## src/hdl/bdl_pkg.sv

```systemverilog
// Shared types and constants of the base-delta line compressor.
package bdl_pkg;

    localparam int WORD_W    = 64;
    localparam int NUM_WORDS = 8;
    localparam int LINE_W    = WORD_W * NUM_WORDS;
    localparam int REC_W     = 7;
    localparam int TOTAL_W   = 23;
    localparam int LINES_W   = 17;
    localparam int TYPE_W    = 2;
    localparam int OUT_DATA_W = 184;

    localparam logic [TOTAL_W-1:0] HEADER_BYTES   = 23'd4;
    localparam logic [TOTAL_W-1:0] TOTAL_MAX      = 23'd8388607;
    localparam logic [TOTAL_W-1:0] CAPACITY_RESET = 23'd4259844;

    localparam logic [REC_W-1:0] REC_ZERO   = 7'd1;
    localparam logic [REC_W-1:0] REC_REPEAT = 7'd9;
    localparam logic [REC_W-1:0] REC_DELTA  = 7'd17;
    localparam logic [REC_W-1:0] REC_RAW    = 7'd65;

    typedef enum logic [TYPE_W-1:0] {
        LT_RAW    = 2'd0,
        LT_ZERO   = 2'd1,
        LT_REPEAT = 2'd2,
        LT_DELTA  = 2'd3
    } t_line_type;

    typedef struct packed {
        t_line_type          line_type;
        logic [WORD_W-1:0]   base_word;
        logic [WORD_W-1:0]   packed_deltas;
        logic [REC_W-1:0]    record_bytes;
    } t_class;

    typedef struct packed {
        logic [TOTAL_W-1:0] total_bytes;
        logic [LINES_W-1:0] lines_seen;
        logic               capacity_exceeded;
        logic               not_smaller;
    } t_acct;

endpackage

```

## src/hdl/bdl_classify.sv

```systemverilog
// Line classifier: zero, repeated base, byte deltas or uncompressed.
module bdl_classify (
    input  logic [bdl_pkg::LINE_W-1:0] i_line,
    output bdl_pkg::t_class             o_class
);

    logic [bdl_pkg::WORD_W-1:0] w_base;
    logic [bdl_pkg::WORD_W-1:0] w_diff [bdl_pkg::NUM_WORDS];
    logic [bdl_pkg::NUM_WORDS-1:0] w_zero;
    logic [bdl_pkg::NUM_WORDS-1:0] w_same;
    logic [bdl_pkg::NUM_WORDS-1:0] w_fits;
    logic [bdl_pkg::WORD_W-1:0] w_packed;

    assign w_base = i_line[bdl_pkg::WORD_W-1:0];

    always_comb begin
        for (int k = 0; k < bdl_pkg::NUM_WORDS; k++) begin
            w_diff[k]   = i_line[k*bdl_pkg::WORD_W +: bdl_pkg::WORD_W] - w_base;
            w_zero[k]   = (i_line[k*bdl_pkg::WORD_W +: bdl_pkg::WORD_W] == '0);
            w_same[k]   = (w_diff[k] == '0);
            // A signed byte holds the difference when bits 63 down to 7 agree.
            w_fits[k]   = (&w_diff[k][bdl_pkg::WORD_W-1:7]) | ~(|w_diff[k][bdl_pkg::WORD_W-1:7]);
            w_packed[k*8 +: 8] = w_diff[k][7:0];
        end
    end

    always_comb begin
        o_class.base_word     = '0;
        o_class.packed_deltas = '0;
        if (&w_zero) begin
            o_class.line_type    = bdl_pkg::LT_ZERO;
            o_class.record_bytes = bdl_pkg::REC_ZERO;
        end else if (&w_same) begin
            o_class.line_type    = bdl_pkg::LT_REPEAT;
            o_class.record_bytes = bdl_pkg::REC_REPEAT;
            o_class.base_word    = w_base;
        end else if (&w_fits) begin
            o_class.line_type     = bdl_pkg::LT_DELTA;
            o_class.record_bytes  = bdl_pkg::REC_DELTA;
            o_class.base_word     = w_base;
            o_class.packed_deltas = w_packed;
        end else begin
            o_class.line_type    = bdl_pkg::LT_RAW;
            o_class.record_bytes = bdl_pkg::REC_RAW;
        end
    end

endmodule

```

## src/hdl/bdl_account.sv

```systemverilog
// Stream accounting: running size, line count, capacity flag, not-smaller flag and capacity register.
module bdl_account #(
    parameter int MAX_LINES = 65536,
    parameter int CNT_W     = 17
) (
    input  logic                          i_clk,
    input  logic                          i_rst_n,
    input  logic                          i_cfg_wr_en,
    input  logic [bdl_pkg::TOTAL_W-1:0]   i_cfg_wr_data,
    input  logic                          i_step,
    input  logic [bdl_pkg::REC_W-1:0]     i_rec,
    input  logic                          i_last,
    output bdl_pkg::t_acct                o_acct
);

    localparam int CMP_W = CNT_W + bdl_pkg::TOTAL_W;

    logic [bdl_pkg::TOTAL_W-1:0] r_cap;
    logic [bdl_pkg::TOTAL_W-1:0] r_total, n_total;
    logic [CNT_W-1:0]            r_count, n_count;
    logic                        r_flag, n_flag;

    logic [bdl_pkg::TOTAL_W:0]   w_sum;
    logic [CMP_W-1:0]            w_total_ext;
    logic [CMP_W-1:0]            w_count_x64;
    logic [CNT_W+bdl_pkg::LINES_W-1:0] w_count_ext;

    always_comb begin
        w_sum   = {1'b0, r_total} + (bdl_pkg::TOTAL_W+1)'(i_rec);
        n_total = w_sum[bdl_pkg::TOTAL_W] ? bdl_pkg::TOTAL_MAX : w_sum[bdl_pkg::TOTAL_W-1:0];
        n_count = (r_count < CNT_W'(MAX_LINES)) ? r_count + 1'b1 : r_count;
        n_flag  = r_flag | (n_total > r_cap);

        w_total_ext = CMP_W'(n_total);
        w_count_x64 = CMP_W'({n_count, 6'b0});
        w_count_ext = (CNT_W+bdl_pkg::LINES_W)'(n_count);

        o_acct.total_bytes       = n_total;
        o_acct.lines_seen        = w_count_ext[bdl_pkg::LINES_W-1:0];
        o_acct.capacity_exceeded = n_flag;
        o_acct.not_smaller       = i_last & (w_total_ext >= w_count_x64);
    end

    always_ff @(posedge i_clk) begin
        if (!i_rst_n) begin
            r_cap <= bdl_pkg::CAPACITY_RESET;
        end else if (i_cfg_wr_en) begin
            r_cap <= i_cfg_wr_data;
        end
    end

    always_ff @(posedge i_clk) begin
        if (!i_rst_n) begin
            r_total <= bdl_pkg::HEADER_BYTES;
            r_count <= '0;
            r_flag  <= 1'b0;
        end else if (i_step) begin
            if (i_last) begin
                r_total <= bdl_pkg::HEADER_BYTES;
                r_count <= '0;
                r_flag  <= 1'b0;
            end else begin
                r_total <= n_total;
                r_count <= n_count;
                r_flag  <= n_flag;
            end
        end
    end

endmodule

```

## src/hdl/base_delta_line_compressor_top.sv

```systemverilog
// A line accepted at the input is held in the input register, then moves to the output register, which presents it.
// Throughput: one line per cycle while the output is ready; the input register can still fill while the output stalls.
// The stream accounting updates once per line as it moves to the output register.
// Reset is synchronous and active low; it empties both registers, restarts the
// running size at the 4-byte header and returns the capacity to its default.
module base_delta_line_compressor_top #(
    parameter int MAX_LINES = 65536
) (
    input  logic                              i_clk,
    input  logic                              i_rst_n,
    input  logic                              i_cfg_wr_en,
    input  logic [bdl_pkg::TOTAL_W-1:0]       i_cfg_wr_data,
    input  logic                              i_s_axis_tvalid,
    output logic                              o_s_axis_tready,
    // Fields from bit 0: word_0 to word_7, 64 bits each.
    input  logic [bdl_pkg::LINE_W-1:0]        i_s_axis_tdata,
    input  logic                              i_s_axis_tlast,
    output logic                              o_m_axis_tvalid,
    input  logic                              i_m_axis_tready,
    // Fields from bit 0: base_word, packed_deltas, record_bytes, total_bytes,
    // lines_seen, capacity_exceeded, not_smaller, zero fill.
    output logic [bdl_pkg::OUT_DATA_W-1:0]    o_m_axis_tdata,
    // Field: line_type.
    output logic [bdl_pkg::TYPE_W-1:0]        o_m_axis_tuser,
    output logic                              o_m_axis_tlast
);

    localparam int CNT_W = $clog2(MAX_LINES + 1);
    localparam int PAY_W = 2 * bdl_pkg::WORD_W + bdl_pkg::REC_W + bdl_pkg::TOTAL_W
                         + bdl_pkg::LINES_W + 2;

    logic                          r_in_valid;
    logic [bdl_pkg::LINE_W-1:0]    r_in_line;
    logic                          r_in_last;

    logic                          r_out_valid;
    bdl_pkg::t_class               r_out_class;
    bdl_pkg::t_acct                r_out_acct;
    logic                          r_out_last;

    logic                          w_adv;
    logic                          w_step;
    bdl_pkg::t_class               w_class;
    bdl_pkg::t_acct                w_acct;
    logic [PAY_W-1:0]              w_payload;

    assign w_adv           = !r_out_valid || i_m_axis_tready;
    assign o_s_axis_tready = !r_in_valid || w_adv;
    assign w_step          = r_in_valid && w_adv;

    bdl_classify u_classify (
        .i_line  (r_in_line),
        .o_class (w_class)
    );

    bdl_account #(
        .MAX_LINES (MAX_LINES),
        .CNT_W     (CNT_W)
    ) u_account (
        .i_clk         (i_clk),
        .i_rst_n       (i_rst_n),
        .i_cfg_wr_en   (i_cfg_wr_en),
        .i_cfg_wr_data (i_cfg_wr_data),
        .i_step        (w_step),
        .i_rec         (w_class.record_bytes),
        .i_last        (r_in_last),
        .o_acct        (w_acct)
    );

    always_ff @(posedge i_clk) begin
        if (!i_rst_n) begin
            r_in_valid <= 1'b0;
        end else if (o_s_axis_tready) begin
            r_in_valid <= i_s_axis_tvalid;
        end
    end

    always_ff @(posedge i_clk) begin
        if (i_s_axis_tvalid && o_s_axis_tready) begin
            r_in_line <= i_s_axis_tdata;
            r_in_last <= i_s_axis_tlast;
        end
    end

    always_ff @(posedge i_clk) begin
        if (!i_rst_n) begin
            r_out_valid <= 1'b0;
        end else if (w_adv) begin
            r_out_valid <= r_in_valid;
        end
    end

    always_ff @(posedge i_clk) begin
        if (w_step) begin
            r_out_class <= w_class;
            r_out_acct  <= w_acct;
            r_out_last  <= r_in_last;
        end
    end

    assign w_payload = {r_out_acct.not_smaller,
                        r_out_acct.capacity_exceeded,
                        r_out_acct.lines_seen,
                        r_out_acct.total_bytes,
                        r_out_class.record_bytes,
                        r_out_class.packed_deltas,
                        r_out_class.base_word};

    assign o_m_axis_tvalid = r_out_valid;
    assign o_m_axis_tdata  = bdl_pkg::OUT_DATA_W'(w_payload);
    assign o_m_axis_tuser  = r_out_class.line_type;
    assign o_m_axis_tlast  = r_out_last;

endmodule

```

## config.mk

```make
export PLATFORM = sky130hd
export DESIGN_NAME = base_delta_line_compressor_top
export DESIGN_NICKNAME = d
export VERILOG_FILES = /design/src/hdl/bdl_pkg.sv /design/src/hdl/bdl_classify.sv /design/src/hdl/bdl_account.sv /design/src/hdl/base_delta_line_compressor_top.sv
export SDC_FILE = /design/constraint.sdc
export NUM_CORES = 2
export LEC_CHECK = 0
export BUFFER_PORTS_ARGS = -buffer_cell sky130_fd_sc_hd__buf_2
export CELL_PAD_IN_SITES_DETAIL_PLACEMENT = 1
export CELL_PAD_IN_SITES_GLOBAL_PLACEMENT = 1
export CORE_UTILIZATION = 25
export DETAILED_ROUTE_END_ITERATION = 7
export HOLD_SLACK_MARGIN = 0.15
export PLACE_DENSITY_LB_ADDON = 0.1
export SLEW_MARGIN = 20
export SYNTH_ARGS = -nofsm -noshare
export SYNTH_HDL_FRONTEND = slang
export SYNTH_SLANG_ARGS = --single-unit
```

## constraint.sdc

```tcl
create_clock -name i_clk -period 18.5 [get_ports i_clk]
set_input_delay 3.7 -clock i_clk [delete_from_list [all_inputs] [get_ports i_clk]]
set_output_delay 3.7 -clock i_clk [all_outputs]
set_load 0.01 [all_outputs]
```

==> impl_metrics.csv <==
group,metric,value,unit
worst_setup_path,slowest_stage,"or4_1",
clocking,htree_levels,3,
worst_setup_path,crit_end,"u_account.r_flag$_SDFFE_PN0P_",
yosys,ys_ff_latch,747,
placed_design,dp_slack,6.16,ns
die,initial_core_util,0.252,
die,core_area,241000,um^2
sta,hold_viol_final,0,
global_routing,grt_pass1_wl,522,mm
worst_setup_path,startpoint,"r_in_line[1]$_DFFE_PP_",
global_routing,grt_usage,0.305,
cells_and_area,drive_gt1_frac,0.135,
die,row_count,180,
drt,ant_nets,0,
cells_and_area,multi_input_area,37400,um^2
die,io_pins,730,
die,die_y,496,um
clocking,ctsHoldBuffers,0,
clocking,clk_pin_slew,0.06,ns
yosys,yosys_warnings,0,
global_routing,antenna_found_initial,74,
power_and_ir_drop,powerDensity,81.5,nW/um^2
drt,dr.pass1.iters,6,
cells_and_area,finish.instance_area,71200,um^2
yosys,avgSynthCellArea,8.69,um^2
clocking,postCtsSetupRepairBufs,0,
clocking,cts_root_buf,"clkbuf_16",
power_and_ir_drop,p_switching,2.25,mW
placed_design,gp_congestion,0.964,
yosys,syn_inst,7011,
sta,min_period,12.56,ns
worst_hold_path,min_path_type,"flop to flop",
sta,slew_violations,0,
clocking,numCtsBuffers,92,
power_and_ir_drop,pwr-share-seq,0.356,
power_and_ir_drop,swShare,0.388,
global_routing,gr-total-overflow,0,
placed_design,hpwlAfterDp,320,mm
power_and_ir_drop,clockPowerShare,0.322,
worst_setup_path,cp_common_cell,"nor2b_1",
drt,via_per_inst,5.83,
flow_run,cap_violations,0,
power_and_ir_drop,combPwrFrac,0.322,
yosys,ys_seq_area_frac,0.357,
cells_and_area,area_delta_synth_final,16.9,%
worst_setup_path,worst_ep_arrival_time,13.16,ns
cells_and_area,seqCellArea,21800,um^2
sta,setup-violations-final,0,
cells_and_area,fillCellCount,28400,
sta,rsz0062_at_grt,"no",
sta,worst_pin_slew,1.20,ns
sta,fin_setup_tns,0,ns
drt,drc,0,
worst_setup_path,worstSetupPathType,"flop to flop",
cells_and_area,instances_no_fill,10900,
clocking,cts_resized,0,
yosys,ys_types,100,
placed_design,dpl_cell_area,68100,um^2
worst_setup_path,crit_required,19.10,ns
global_routing,grt_pass1_vias,62900,
clocking,clk_path_buf_depth,3,
sta,relSlewSlack,0.195,
drt,wl,388,mm
clocking,cts.sinks,747,
worst_setup_path,rrSetupSlack,5.94,ns
clocking,clk_latency,0.81,ns
die,die_w,496,um
power_and_ir_drop,p_int,3.55,mW
die,dieArea,246000,um^2
placed_design,portBuffers,710,
drt,vias,63700,
yosys,synth_edf_count,681,
drt,drt_iter0_drc,6255,
power_and_ir_drop,total_power,5.80,mW
placed_design,dp.cells,10700,
worst_setup_path,rr_endpoint,"u_account.r_flag$_SDFFE_PN0P_",
yosys,syn_area,60900,um^2
yosys,synth-async-reset-ratio,0,
worst_setup_path,r2r_start,"r_in_line[1]$_DFFE_PP_",
cells_and_area,final_util,0.295,
worst_setup_path,reg2regPathDepth,38,
sta,finClkSkew,0.0651,ns
worst_setup_path,critPathLaunchType,"flop",
outcome,status,"complete, no violations",
drt,wl_per_cell,35.5,um
sta,hold_ws,0.476,ns
worst_setup_path,cpPeakStageDelay,0.92,ns
worst_setup_path,worstPathMaxFanout,18,
sta,layout_setup_ws,5.94,ns
cells_and_area,finalNetCount,8670,
power_and_ir_drop,power_leakage,26.2,nW
sta,period_share,0.679,
global_routing,grt_max_degree,136,
power_and_ir_drop,ir_drop,0.0712,mV
worst_setup_path,worstSetupEndpointType,"flop",
yosys,synth_ff_type,"edfxtp_1",
clocking,cts_tree,"built",
sta,clock.fmax,0.0796,GHz
[worst min-delay path by stage]
stage / start / to / slack (ns) / depth (start not counted)
after CTS: u_account.r_total[6]$_SDFFE_PN0P_ / u_account.r_total[6]$_SDFFE_PN0P_ / 0.48 / 2
after global routing: u_account.r_total[6]$_SDFFE_PN0P_ / u_account.r_total[6]$_SDFFE_PN0P_ / 0.51 / 2
final: u_account.r_total[6]$_SDFFE_PN0P_ / u_account.r_total[6]$_SDFFE_PN0P_ / 0.48 / 2
after global placement: u_account.r_total[6]$_SDFFE_PN0P_ / u_account.r_total[6]$_SDFFE_PN0P_ / 0.48 / 2
after floorplan: r_in_last$_DFFE_PP_ / o_m_axis_tlast$_DFFE_PP_ / 0.42 / 0
after detailed placement: u_account.r_total[6]$_SDFFE_PN0P_ / u_account.r_total[6]$_SDFFE_PN0P_ / 0.47 / 2
[area by class of cell]
type | instances | area share
Sequential cell | 747 | 0.306
Tap cell | 3185 | 0.0560
Clock inverter | 60 | 0.00815
Multi-Input combinational cell | 5802 | 0.525
Inverter | 199 | 0.0106
Timing Repair Buffer | 795 | 0.0591
Clock buffer | 109 | 0.0342
Antenna cell | 24 | 0.000843
[cell usage after synthesis (19+ instances only)]
master	count	area share
a21o_1	122	0.015
nor4b_1	20	0.0029
nor2b_1	47	0.0048
o31ai_1	46	0.0057
or4_1	37	0.0046
nand2_1	706	0.043
a2111oi_0	29	0.0042
nand2b_1	51	0.0052
o211ai_1	79	0.0097
o21bai_1	53	0.0065
clkbuf_1	243	0.015
and3_1	32	0.0033
edfxtp_1	681	0.34
a211oi_1	71	0.0087
or3_1	49	0.0050
o2111ai_1	21	0.0030
o21a_1	89	0.011
dfxtp_1	66	0.022
ha_1	485	0.10
nand4_1	340	0.035
xnor2_1	204	0.029
o21ai_0	500	0.041
a221oi_1	33	0.0047
a21oi_1	711	0.058
buf_4	19	0.0023
inv_1	199	0.012
and4_1	48	0.0069
nor3_1	235	0.019
a21boi_0	36	0.0044
nor4_1	241	0.025
nand4b_1	19	0.0027
a31oi_1	60	0.0062
a22oi_1	27	0.0033
o21ai_1	23	0.0019
and2_1	51	0.0052
or2_2	31	0.0032
nand3_1	128	0.011
xor2_1	189	0.027
nor2_1	611	0.038
a211o_1	21	0.0030
mux2i_1	45	0.0074
[placed cells by master, fill, tap and decap left out, types with 33 or more instances in the layout]
cell type / count
mux2i_1: 45
o21bai_1: 53
nor4_1: 235
or3_1: 48
and4_1: 48
nand3_1: 128
clkbuf_16: 94
o21a_1: 89
dfxtp_1: 66
o211ai_1: 79
a21boi_0: 36
buf_2: 710
xnor2_1: 204
or4_1: 37
o31ai_1: 46
ha_1: 485
inv_1: 198
a31oi_1: 60
edfxtp_1: 681
nand4_1: 340
buf_4: 83
o21ai_0: 500
nor2b_1: 47
a221oi_1: 33
and2_1: 50
nand2_1: 706
nor3_1: 235
a21o_1: 122
nor2_1: 609
xor2_1: 189
a21oi_1: 711
nand2b_1: 51
a211oi_1: 71
[power groups by stage]
stage          clock (mW)  combinational, mW  sequential [mW]
2_1_floorplan           0               1.09             2.05
3_3_place_gp            0               1.83             2.10
3_5_place_dp            0               1.82             2.10
4_1_cts              1.91               1.83             2.06
5_1_grt              1.96               1.98             2.07
6_report             1.87               1.87             2.07
[worst max-delay path, delay by kind of cell (launching register included)]
kind	cells	cell delay [ns]
flops	1	0.44
buf+inv	2	0.54
fa+ha+maj	4	1.35
xor+xnor	1	0.36
simple gates	18	5.80
compound gates	13	3.85
[layer usage]
metal,vias up,GRT usage,routed length (um)
li1,28300,-,-
met1,32400,0.405,169000
met4,34,0.143,20400
met2,2462,0.487,174000
met3,534,0.0425,23200
met5,-,0,222
[kinds of logic after synthesis]
| logic type | after synthesis | share of synthesized area |
|---|---|---|
| buffers and inverters | 479 | 0.0313 |
| other | 2 | 0.000123 |
| and+or+nand+nor | 2723 | 0.226 |
| adders and majority gates | 495 | 0.102 |
| DFF | 747 | 0.357 |
| AOI/OAI and AO/OA | 2113 | 0.216 |
| muxes | 59 | 0.00998 |
| xor gates and xnor gates | 393 | 0.0565 |
[state kept, by name, summed over array words and instances, names as in the netlist, 2 cells and up]
name and cells:
o_m_axis_tdata 165, o_m_axis_tuser 2, r_in_line 512, u_account.r_cap 23, u_account.r_count 17, u_account.r_total 23
(Power assumes the default switching activity.)
